<file path="config.mk">
export PLATFORM = sky130hd
export DESIGN_NAME = humidity_temp_frame_decoder
export DESIGN_NICKNAME = d
export VERILOG_FILES = /design/src/rtl/htfd_pkg.sv /design/src/rtl/htfd_front.sv /design/src/rtl/htfd_fifo.sv /design/src/rtl/htfd_back.sv /design/src/rtl/humidity_temp_frame_decoder.sv
export SDC_FILE = /design/constraint.sdc
export NUM_CORES = 1
export LEC_CHECK = 0
export BUFFER_PORTS_ARGS = -buffer_cell sky130_fd_sc_hd__buf_2
export CAP_MARGIN = 20
export CORE_ASPECT_RATIO = 1.5
export CORE_MARGIN = 2
export CORE_UTILIZATION = 45
export CTS_BUF_LIST = sky130_fd_sc_hd__clkbuf_8
export DETAILED_ROUTE_END_ITERATION = 8
export GPL_TIMING_DRIVEN = 1
export HOLD_SLACK_MARGIN = 0.06
export PLACE_DENSITY = 0.57
export SETUP_SLACK_MARGIN = 0.05
export SLEW_MARGIN = 10
export SYNTH_ARGS = -nofsm -noshare
export SYNTH_HDL_FRONTEND = slang
export SYNTH_SLANG_ARGS = --single-unit
export TNS_END_PERCENT = 10
</file>
<file path="constraint.sdc">
create_clock -name clk -period 20.6 [get_ports clk]
set_input_delay 4.12 -clock clk [delete_from_list [all_inputs] [get_ports clk]]
set_output_delay 4.12 -clock clk [all_outputs]
set_load 0.1 [all_outputs]
</file>
<file path="src/rtl/htfd_pkg.sv">
// Shared types and constants of the humidity/temperature frame decoder.
package htfd_pkg;

  // CRC-8, polynomial x^8+x^5+x^4+1, no reflection, no final xor
  localparam logic [7:0] CRC_POLY = 8'h31;
  localparam logic [7:0] CRC_INIT = 8'hFF;

  // Frame queue between byte front end and conversion back end
  localparam int FIFO_DEPTH = 2;
  localparam int FIFO_AW    = $clog2(FIFO_DEPTH);

  // Doubled scale factors and rounding bias: q = (raw*2*full + 65535) / (2*65535)
  localparam logic [15:0] TEMP_SCALE2 = 16'd35000;
  localparam logic [15:0] HUM_SCALE2  = 16'd20000;
  localparam logic [15:0] ROUND_BIAS  = 16'hFFFF;
  localparam logic [15:0] FULL_SCALE  = 16'hFFFF;

  localparam logic [14:0] TEMP_OFFSET   = 15'd4500;
  localparam logic [14:0] FALLBACK_TEMP = 15'd10000;
  localparam logic [13:0] FALLBACK_HUM  = 14'd0;
  localparam logic [13:0] HUM_MAX       = 14'd10000;
  localparam logic [14:0] TEMP_MAX      = 15'd13000;

  // Byte position within one sensor reply
  typedef enum logic [2:0] {
    POS_T_MSB = 3'd0,
    POS_T_LSB = 3'd1,
    POS_T_CRC = 3'd2,
    POS_H_MSB = 3'd3,
    POS_H_LSB = 3'd4,
    POS_H_CRC = 3'd5
  } pos_t;

  // One complete reply, as handed from front end to back end
  typedef struct packed {
    logic [15:0] raw_temp;
    logic [15:0] raw_hum;
    logic        temp_ok;
    logic        hum_ok;
    logic        replace_bad;
  } frame_t;

endpackage

</file>
<file path="src/rtl/htfd_front.sv">
// Front end: byte sequencing, CRC-8 checks and raw word assembly.
module htfd_front (
  input  logic              clk,
  input  logic              rst,
  input  logic              s_axis_tvalid,
  output logic              s_axis_tready,
  input  logic [7:0]        s_axis_tdata,   // [7:0] byte_value
  input  logic [0:0]        s_axis_tuser,   // [0] frame_start
  input  logic              cfg_we,
  input  logic              cfg_wdata,
  input  logic              fifo_full,
  output logic              push,
  output htfd_pkg::frame_t  push_data
);

  htfd_pkg::pos_t byte_position;
  htfd_pkg::pos_t eff_pos;
  logic [7:0]     running_crc;
  logic [15:0]    raw_temperature;
  logic [15:0]    raw_humidity;
  logic           temp_check_passed;
  logic           replace_bad;
  logic [7:0]     crc_base;
  logic [7:0]     crc_calc;
  logic           accept;
  logic           crc_match;

  // Bytewise CRC-8 update, eight shift steps
  function automatic logic [7:0] crc8(input logic [7:0] crc, input logic [7:0] b);
    logic [7:0] c;
    c = crc ^ b;
    for (int i = 0; i < 8; i++) begin
      c = c[7] ? ((c << 1) ^ htfd_pkg::CRC_POLY) : (c << 1);
    end
    return c;
  endfunction

  assign s_axis_tready = !fifo_full;
  assign accept        = s_axis_tvalid && s_axis_tready;

  // Frame start (or an impossible position) restarts the reply
  always_comb begin
    if (s_axis_tuser[0] || (byte_position > htfd_pkg::POS_H_CRC)) begin
      eff_pos = htfd_pkg::POS_T_MSB;
    end else begin
      eff_pos = byte_position;
    end
    if ((eff_pos == htfd_pkg::POS_T_MSB) || (eff_pos == htfd_pkg::POS_H_MSB)) begin
      crc_base = htfd_pkg::CRC_INIT;
    end else begin
      crc_base = running_crc;
    end
    crc_calc  = crc8(crc_base, s_axis_tdata);
    crc_match = (running_crc == s_axis_tdata);
  end

  // Sixth byte hands the whole reply to the queue
  assign push = accept && (eff_pos == htfd_pkg::POS_H_CRC);
  always_comb begin
    push_data.raw_temp    = raw_temperature;
    push_data.raw_hum     = raw_humidity;
    push_data.temp_ok     = temp_check_passed;
    push_data.hum_ok      = crc_match;
    push_data.replace_bad = replace_bad;
  end

  // Configuration register
  always_ff @(posedge clk) begin
    if (rst) begin
      replace_bad <= 1'b1;
    end else if (cfg_we) begin
      replace_bad <= cfg_wdata;
    end
  end

  // Position and CRC state
  always_ff @(posedge clk) begin
    if (rst) begin
      byte_position     <= htfd_pkg::POS_T_MSB;
      running_crc       <= htfd_pkg::CRC_INIT;
      temp_check_passed <= 1'b0;
    end else if (accept) begin
      case (eff_pos)
        htfd_pkg::POS_T_MSB, htfd_pkg::POS_T_LSB,
        htfd_pkg::POS_H_MSB, htfd_pkg::POS_H_LSB: begin
          running_crc <= crc_calc;
        end
        htfd_pkg::POS_T_CRC: begin
          temp_check_passed <= crc_match;
          running_crc       <= htfd_pkg::CRC_INIT;
        end
        default: begin
          running_crc <= htfd_pkg::CRC_INIT;
        end
      endcase
      if (eff_pos == htfd_pkg::POS_H_CRC) begin
        byte_position <= htfd_pkg::POS_T_MSB;
      end else begin
        byte_position <= htfd_pkg::pos_t'(eff_pos + 3'd1);
      end
    end
  end

  // Raw word assembly, MSB first
  always_ff @(posedge clk) begin
    if (accept) begin
      case (eff_pos)
        htfd_pkg::POS_T_MSB: raw_temperature[15:8] <= s_axis_tdata;
        htfd_pkg::POS_T_LSB: raw_temperature[7:0]  <= s_axis_tdata;
        htfd_pkg::POS_H_MSB: raw_humidity[15:8]    <= s_axis_tdata;
        htfd_pkg::POS_H_LSB: raw_humidity[7:0]     <= s_axis_tdata;
        default: begin
        end
      endcase
    end
  end

endmodule

</file>
<file path="src/rtl/htfd_fifo.sv">
// Short frame queue between the front end and the conversion back end.
module htfd_fifo (
  input  logic              clk,
  input  logic              rst,
  input  logic              push,
  input  htfd_pkg::frame_t  din,
  input  logic              pop,
  output htfd_pkg::frame_t  dout,
  output logic              full,
  output logic              empty
);

  htfd_pkg::frame_t                entries [htfd_pkg::FIFO_DEPTH];
  logic [htfd_pkg::FIFO_AW-1:0]    wr_ptr;
  logic [htfd_pkg::FIFO_AW-1:0]    rd_ptr;
  logic [htfd_pkg::FIFO_AW:0]      count;
  logic                            do_push;
  logic                            do_pop;

  localparam logic [htfd_pkg::FIFO_AW-1:0] LAST_PTR = htfd_pkg::FIFO_AW'(htfd_pkg::FIFO_DEPTH - 1);
  localparam logic [htfd_pkg::FIFO_AW:0]   DEPTH_CNT = (htfd_pkg::FIFO_AW + 1)'(htfd_pkg::FIFO_DEPTH);

  assign full    = (count == DEPTH_CNT);
  assign empty   = (count == '0);
  assign do_push = push && !full;
  assign do_pop  = pop && !empty;
  assign dout    = entries[rd_ptr];

  // Entry storage
  always_ff @(posedge clk) begin
    if (do_push) begin
      entries[wr_ptr] <= din;
    end
  end

  // Pointers and fill count
  always_ff @(posedge clk) begin
    if (rst) begin
      wr_ptr <= '0;
      rd_ptr <= '0;
      count  <= '0;
    end else begin
      if (do_push) begin
        wr_ptr <= (wr_ptr == LAST_PTR) ? '0 : wr_ptr + 1'b1;
      end
      if (do_pop) begin
        rd_ptr <= (rd_ptr == LAST_PTR) ? '0 : rd_ptr + 1'b1;
      end
      case ({do_push, do_pop})
        2'b10:   count <= count + 1'b1;
        2'b01:   count <= count - 1'b1;
        default: count <= count;
      endcase
    end
  end

  a_count_bound: assert property (@(posedge clk) disable iff (rst) count <= DEPTH_CNT)
    else $error("frame queue count exceeds depth");
  a_no_overflow: assert property (@(posedge clk) disable iff (rst) !(push && full))
    else $error("frame pushed into full queue");

endmodule

</file>
<file path="src/rtl/htfd_back.sv">
// Back end: scaling pipeline, fallback selection and output register.
module htfd_back (
  input  logic              clk,
  input  logic              rst,
  input  htfd_pkg::frame_t  fifo_dout,
  input  logic              fifo_empty,
  output logic              pop,
  output logic              m_axis_tvalid,
  input  logic              m_axis_tready,
  output logic [14:0]       temperature_centi,
  output logic [13:0]       humidity_centi,
  output logic              temp_crc_ok,
  output logic              hum_crc_ok
);

  logic        adv;
  // stage 1: scaled numerators
  logic        s1_valid;
  logic [31:0] s1_num_t;
  logic [31:0] s1_num_h;
  logic        s1_tok;
  logic        s1_hok;
  logic        s1_rb;
  // stage 2: halved numerators and quotient estimates
  logic        s2_valid;
  logic [30:0] s2_y_t;
  logic [30:0] s2_y_h;
  logic [15:0] s2_q_t;
  logic [15:0] s2_q_h;
  logic        s2_tok;
  logic        s2_hok;
  logic        s2_rb;
  // combinational
  logic [31:0] num_t;
  logic [31:0] num_h;
  logic [15:0] est_t;
  logic [15:0] est_h;
  logic [31:0] rem_t;
  logic [31:0] rem_h;
  logic [15:0] q_t;
  logic [15:0] q_h;
  logic [14:0] temp_next;
  logic [13:0] hum_next;

  // y/65535 estimate: (y + y/65536)/65536, low by at most one
  function automatic logic [15:0] quot_est(input logic [30:0] y);
    logic [31:0] s;
    s = {1'b0, y} + {17'b0, y[30:16]};
    return s[31:16];
  endfunction

  // Remainder against the estimate; q*65535 as a shift and subtract
  function automatic logic [31:0] quot_rem(input logic [30:0] y, input logic [15:0] q);
    return {1'b0, y} - ({q, 16'b0} - {16'b0, q});
  endfunction

  // Whole pipeline moves together when the output slot frees up
  assign adv = !m_axis_tvalid || m_axis_tready;
  assign pop = adv && !fifo_empty;

  // Stage 1 multiply and rounding bias
  always_comb begin
    num_t = 32'(fifo_dout.raw_temp) * 32'(htfd_pkg::TEMP_SCALE2) + 32'(htfd_pkg::ROUND_BIAS);
    num_h = 32'(fifo_dout.raw_hum) * 32'(htfd_pkg::HUM_SCALE2) + 32'(htfd_pkg::ROUND_BIAS);
  end

  // Stage 2 estimate, stage 3 correction, offset and fallback selection
  always_comb begin
    est_t = quot_est(s1_num_t[31:1]);
    est_h = quot_est(s1_num_h[31:1]);
    rem_t = quot_rem(s2_y_t, s2_q_t);
    rem_h = quot_rem(s2_y_h, s2_q_h);
    q_t   = s2_q_t + 16'(rem_t >= 32'(htfd_pkg::FULL_SCALE));
    q_h   = s2_q_h + 16'(rem_h >= 32'(htfd_pkg::FULL_SCALE));
    if (s2_rb && !(s2_tok && s2_hok)) begin
      temp_next = htfd_pkg::FALLBACK_TEMP;
      hum_next  = htfd_pkg::FALLBACK_HUM;
    end else begin
      temp_next = q_t[14:0] - htfd_pkg::TEMP_OFFSET;
      hum_next  = q_h[13:0];
    end
  end

  // Valid bits
  always_ff @(posedge clk) begin
    if (rst) begin
      s1_valid      <= 1'b0;
      s2_valid      <= 1'b0;
      m_axis_tvalid <= 1'b0;
    end else if (adv) begin
      s1_valid      <= pop;
      s2_valid      <= s1_valid;
      m_axis_tvalid <= s2_valid;
    end
  end

  // Payload stages
  always_ff @(posedge clk) begin
    if (adv) begin
      s1_num_t          <= num_t;
      s1_num_h          <= num_h;
      s1_tok            <= fifo_dout.temp_ok;
      s1_hok            <= fifo_dout.hum_ok;
      s1_rb             <= fifo_dout.replace_bad;
      s2_y_t            <= s1_num_t[31:1];
      s2_y_h            <= s1_num_h[31:1];
      s2_q_t            <= est_t;
      s2_q_h            <= est_h;
      s2_tok            <= s1_tok;
      s2_hok            <= s1_hok;
      s2_rb             <= s1_rb;
      temperature_centi <= temp_next;
      humidity_centi    <= hum_next;
      temp_crc_ok       <= s2_tok;
      hum_crc_ok        <= s2_hok;
    end
  end

  a_est_within_one: assert property (@(posedge clk) disable iff (rst)
    s2_valid |-> (rem_t < 32'd131070) && (rem_h < 32'd131070))
    else $error("quotient estimate off by more than one");
  a_hum_range: assert property (@(posedge clk) disable iff (rst)
    m_axis_tvalid |-> humidity_centi <= htfd_pkg::HUM_MAX)
    else $error("humidity result out of range");
  a_temp_range: assert property (@(posedge clk) disable iff (rst)
    m_axis_tvalid |-> ($signed(temperature_centi) <= $signed(htfd_pkg::TEMP_MAX))
                   && ($signed(temperature_centi) >= -$signed(htfd_pkg::TEMP_OFFSET)))
    else $error("temperature result out of range");

endmodule

</file>
<file path="src/rtl/humidity_temp_frame_decoder.sv">
// Top level of the humidity/temperature sensor reply decoder.
// Accepts one reply byte per clock (temperature MSB, LSB, CRC, then humidity
// MSB, LSB, CRC; tuser marks the first byte) and emits one result per reply
// after its sixth byte. A new byte can enter every cycle; the front end
// stalls input only when the two-entry frame queue is full, which happens
// only when the output is held off. The conversion pipeline (one multiply
// stage, one quotient-estimate stage, one correction stage) takes one frame
// per cycle while the output is not held off. replace_bad resets to 1 and
// should be written only while no reply is in flight.
module humidity_temp_frame_decoder (
  input  logic        clk,
  input  logic        rst,
  input  logic        s_axis_tvalid,
  output logic        s_axis_tready,
  input  logic [7:0]  s_axis_tdata,   // [7:0] byte_value
  input  logic [0:0]  s_axis_tuser,   // [0] frame_start
  output logic        m_axis_tvalid,
  input  logic        m_axis_tready,
  output logic [31:0] m_axis_tdata,   // [14:0] temperature_centi, [28:15] humidity_centi, zeros
  output logic [1:0]  m_axis_tuser,   // [0] temp_crc_ok, [1] hum_crc_ok
  input  logic        cfg_we,
  input  logic        cfg_wdata       // replace_bad
);

  htfd_pkg::frame_t push_data;
  htfd_pkg::frame_t fifo_dout;
  logic             push;
  logic             pop;
  logic             fifo_full;
  logic             fifo_empty;
  logic [14:0]      temperature_centi;
  logic [13:0]      humidity_centi;
  logic             temp_crc_ok;
  logic             hum_crc_ok;

  htfd_front u_front (
    .clk           (clk),
    .rst           (rst),
    .s_axis_tvalid (s_axis_tvalid),
    .s_axis_tready (s_axis_tready),
    .s_axis_tdata  (s_axis_tdata),
    .s_axis_tuser  (s_axis_tuser),
    .cfg_we        (cfg_we),
    .cfg_wdata     (cfg_wdata),
    .fifo_full     (fifo_full),
    .push          (push),
    .push_data     (push_data)
  );

  htfd_fifo u_fifo (
    .clk   (clk),
    .rst   (rst),
    .push  (push),
    .din   (push_data),
    .pop   (pop),
    .dout  (fifo_dout),
    .full  (fifo_full),
    .empty (fifo_empty)
  );

  htfd_back u_back (
    .clk               (clk),
    .rst               (rst),
    .fifo_dout         (fifo_dout),
    .fifo_empty        (fifo_empty),
    .pop               (pop),
    .m_axis_tvalid     (m_axis_tvalid),
    .m_axis_tready     (m_axis_tready),
    .temperature_centi (temperature_centi),
    .humidity_centi    (humidity_centi),
    .temp_crc_ok       (temp_crc_ok),
    .hum_crc_ok        (hum_crc_ok)
  );

  // Result packing
  assign m_axis_tdata = {3'b000, humidity_centi, temperature_centi};
  assign m_axis_tuser = {hum_crc_ok, temp_crc_ok};

endmodule
</file>
-- Word-level counts from Yosys, hierarchy flattened
Memory sizes are Yosys's and may differ from the RTL's. A register that Yosys moved wholly into a read port is not among the register bits.
Index checks and enable logic that the tools add are counted.
- register bits after elaboration: 247
- memory bits (writable): 70
- output and inout bits: 36
- word-level logic and storage cells: 112
- memories kept: 1
- add/subtract/negate cells: 16
- multiply operators: 2
- order comparisons: 3
- eq/ne operators: 9
- mux-type cells: 19
- bitwise operators: 9
- reduce and logical (&&, ||, !) cells: 23
- memories (name ; words ; width ; read ports ; clocked after memory_dff ; wr ports ; RTL line ; source):
    u_fifo.entries ; 2 ; 35 ; 1 ; 1 ; 1 ; htfd_fifo.sv:13 ; htfd_pkg::frame_t entries [htfd_pkg::FIFO_DEPTH];
- operators with widths (cell ; number):
    31-bit by 15-bit adder with 32-bit output ; 2
    32-bit by 16-bit greater-or-equal comparator with 1-bit output, second input constant ; 2
    31-bit by 32-bit subtractor with 32-bit output ; 2
    32-bit by 16-bit subtractor with 32-bit output ; 2
    6-bit two-way mux ; 8
    31-bit by 16-bit adder with 32-bit output, second input constant ; 1
    32-bit by 16-bit adder with 32-bit output, second input constant ; 1
    16-bit by 13-bit multiplier with 29-bit output, second input constant ; 1
    16-bit by 10-bit multiplier with 26-bit output, second input constant ; 1
    3-bit inverter ; 8
    8-bit two-way mux ; 2
    15-bit by 1-bit adder with 15-bit output ; 1
    15-bit by 13-bit subtractor with 15-bit output, second input constant ; 1
    14-bit by 1-bit adder with 14-bit output ; 1
    2-bit AND reduction ; 5
    8-bit equality test ; 1
    8-bit XOR ; 1
    1-bit logical AND ; 7
    3-bit by 2-bit equality test with 1-bit output, second input constant ; 2
    3-bit equality test, second input constant ; 2
    1-bit two-way mux ; 6
    3-bit two-way mux ; 2
    2-bit equality test, second input constant ; 2
    1-bit logical NOT ; 4
    13 further kinds ; 16

-- Depth between registers and ports, before layout
- word-level depth: 24
- mapped depth: 25

-- Modules after synthesis
Synthesis repeated with hierarchy kept, for this count alone.
- cell total of the unflattened synthesis: 2286
- area total of the unflattened synthesis: 24243.3 sq um
- by module, submodules not included (module ; instances ; cells an instance ; area each (sq um) ; sequential area each (sq um)):
    htfd_back ; 1 ; 1982 ; 19364.8 ; 5495.3
    htfd_fifo ; 1 ; 135 ; 2740.1 ; 2202.1
    htfd_front ; 1 ; 163 ; 2097.0 ; 1221.2
    humidity_temp_frame_decoder ; 1 ; 6 ; 41.3 ; 0.0

-- Worst setup path before layout
No wires, ideal clock.
- path type: in2reg
- start point: input port m_axis_tready
- end point: register u_fifo.count[1] (netlist name)
- setup time: 0.070 ns
- arrival: 9.498 ns
- path slack: 11.032 ns
- stages on the path: 7
- cell sequence: nor2b_1 > inv_1 > o21ai_0 > inv_1 > ha_1 > or3_1 > a21oi_1
- longest elaborated chain between the ends: 5
- elaborated cells between the ends (all ways): 7
- ends and longest elaborated chain (what ; RTL line ; source):
    from (decl) ; humidity_temp_frame_decoder.sv:18 ; input logic m_axis_tready,
    1-bit logical OR (*) ; htfd_back.sv:58 ; assign adv = !m_axis_tvalid || m_axis_tready;
    1-bit logical AND (*) ; htfd_back.sv:59 ; assign pop = adv && !fifo_empty;
    named net pop ; humidity_temp_frame_decoder.sv:28 ; logic pop;
    1-bit logical AND (*) ; htfd_fifo.sv:26 ; assign do_pop = pop && !empty;
    2-bit by 1-bit equality test with 1-bit output / 2-bit equality test (equally long branches) ; htfd_fifo.sv:49 ; case ({do_push, do_pop})
    2-bit case mux with 2 select lines / 2-bit nonzero test (equally long branches) ; -- ;
    to (signal assigned) ; htfd_fifo.sv:50 ; 2'b10: count <= count + 1'b1;
    to (signal assigned) ; htfd_fifo.sv:51 ; 2'b01: count <= count - 1'b1;
    to (signal assigned) ; htfd_fifo.sv:52 ; default: count <= count;
    to (decl) ; htfd_fifo.sv:16 ; logic [htfd_pkg::FIFO_AW:0] count;
The timed path passes the listed nets; every way through them passes the cells marked *.
A chain may end at the register's enable or synchronous reset.

==> flow_summary.ini <==
[setup_path]
critPathLaunchType = flop
crit_chain = buf_4 > mux2i_1 > inv_1 > fa_1 > ha_1 > fa_1 > ha_1 > inv_1 > fa_1 > inv_1 > ha_1 > a21oi_2 > o21ai_0 > a221o_1 > a31oi_1 > a21oi_1 > a21o_1 > a21o_1 > xor2_1 > nand4b_1 > xor2_1
critPathKind = flop to flop
crit_required_ns = 20.96
r2r_cells = 21
timing.critical_path.arrival_ns = 7.03
max_stage_delay_ns = 0.65
cp_num_cells = 21
worst-path-buf-inv = 4
critical_path.max_fanout = 35
cpLargestDelayFamily = adder cells
crit_slowest_cell = mux2i_1
critPathCaptureType = flop

[timing]
finalCritPeriodShare_pct = 32.4
rsz0062_at_grt = no
tightestPinTransition_ns = 1.03
setup_slack_ns = 13.93
max_freq_ghz = 0.150
max_slew_margin_pct = 31.2
setup_viol = 0
hold_viol_final = 0
slew_violations = 0
clock_skew_ns = 0.0582
fin_crit_ns = 6.67
setup_tns_ns = 0

[clocking]
root_buffer = clkbuf_8
htreeDepth = 2
clk_pin_slew_ns = 0.07
numCtsBuffers = 48
clk_latency_ns = 0.61
cts.repair.resized = 0
cts_buffer_depth = 3
cts.sinks = 304
cts_hold_buf = 0
cts_setup_buffers = 0
cts_tree = done

[placed_design]
gp_congestion = 0.884
dp_hpwl_microns = 38800
portBuffers = 47
dp_slack_ns = 13.81

[global_routing]
antenna_found_initial = 1
grt-ovfl-total = 0
grt_use_total_pct = 18.1
grt_max_degree = 78
grt_pass1_wl_microns = 79800
grt_pass1_vias = 16100

[final_layout]
regArea_sq_um = 8920
drive_gt1_share_pct = 7.72
most-common-layout-cells = ha_1 (373), inv_1 (359), edfxtp_1 (283), xnor2_1 (136), nor2_1 (109)
final_common_cell = ha_1
fin_nets = 2765
multi_input_area_sq_um = 13500
num-fill-cells = 4814
areaGrowthSynthToFinish_pct = 8.24
utilization_pct = 49.2

[logic_synthesis]
ys_top_cells_by_area = edfxtp_1 (36%), ha_1 (20%), fa_1 (7.0%)
synth-warning-count = 0
syn_inst = 2227
synth-async-reset-ratio_pct = 0
synth_top_area_share_pct = 35.6
synth_ff_type = edfxtp_1
synthesis.area_sq_um = 23900
avgSynthCellArea_sq_um = 10.7
yosysTopAreaCell = edfxtp_1
ys_seq_area_share_pct = 37.4
synth_edf_count = 283
ys_types = 88
ys_seq_elements = 304

[pwr]
p_per_area_nw_per_um2 = 126
peakVddDrop_mv = 0.139
cellLeakagePower_uw = 0.0117

[route]
drc = 0
wirelength_microns = 48700
routedWlPerCell_microns = 16.2
vias = 15700
drtIter0Drc = 630
drtAntennaViolNets = 0
first_pass_iters = 5
via_per_inst = 5.22

[die]
row_count = 103
ios = 51
die_w_microns = 192
die_h_microns = 286
start_util_pct = 45.4
coreArea_sq_um = 52600
dieArea_sq_um = 55000

[min_path]
hp-class = flop to flop
hold_depth = 0

[job]
drv_cap = 0

[outcome]
outcome = finished clean
[cell families after synthesis]
group | after synthesis | share of synthesized area, %
buffers and inverters | 386 | 6.19
muxes | 43 | 1.90
and+or+nand+nor | 461 | 9.91
adders and majority gates | 457 | 26.6
AOI/OAI and AO/OA | 371 | 10.5
other | 1 | 0.0157
xor gates and xnor gates | 204 | 7.58
DFF | 304 | 37.4
[layout make-up]
class | instances | area share (%)
inverters | 347 | 5.06
diodes | 1 | 0.00968
flip-flops and latches | 304 | 34.5
well taps | 682 | 3.30
repair buffers | 53 | 1.15
clock buffers | 51 | 2.72
clock inverters | 37 | 1.00
multi-input cells | 1539 | 52.2
[sequential cells by signal, summed over array words and instances, names as in the netlist, 2 cells and up, named ones only]
name and cells:
u_back.s2_q_t 16, u_front.raw_humidity 16, u_back.s2_y_h 27, u_back.s2_q_h 16, u_back.humidity_centi 14, u_front.byte_position 3
u_fifo.entries 70, u_back.s1_num_t 29, u_front.raw_temperature 16, u_front.running_crc 8, u_back.s1_num_h 27, u_back.s2_y_t 29
u_fifo.count 2, u_back.temperature_centi 15
[power by group]
group / total (uW) / switching, uW / internal [uW] / leakage (uW)
Clock: 516 / 246 / 269 / 0.000538
Sequential: 906 / 95.9 / 810 / 0.00305
Combinational: 1840 / 1110 / 734 / 0.00809
[final timing paths]
path / slack, ns / startpoint / end
max: 13.93 / flop / u_back.s1_num_h[30]
min: 0.40 / u_back.s1_tok / u_back.s2_tok
max reg2reg: 13.93 / flop / u_back.s1_num_h[30]
min reg2reg: 0.40 / u_back.s1_tok / u_back.s2_tok
[routing by layer]
layer,track usage [%],part of all wire (%),vias up
li1,-,-,8003
met1,20.5,41,7434
met4,6.18,3.1,0
met3,2.46,2.8,81
met5,0,0,-
met2,34.4,53,212
[synthesized netlist by cell type, types with 21 or more instances]
cell type,n
ha_1,373
mux2i_1,24
o21ai_0,42
fa_1,84
nand2_1,104
inv_1,347
clkbuf_1,23
a21oi_1,106
a21o_1,54
xnor2_1,136
nand4_1,34
nor3_1,27
edfxtp_1,283
dfxtp_1,21
nor2_1,111
o21a_1,23
nand2b_1,24
xor2_1,65
nand3_1,47
[stage by stage]
step,hold WS [ns],total power (uW),instance area [sq um],std cells
2_1_floorplan,0.400,2340,23900,2229
3_3_place_gp,0.403,2730,24900,2923
3_5_place_dp,0.411,2740,24900,2924
4_1_cts,0.397,3280,25800,3012
5_1_grt,0.391,3550,25800,3014
6_report,0.402,3260,25800,3014
Note: power is estimated with default switching activity, not from simulation.
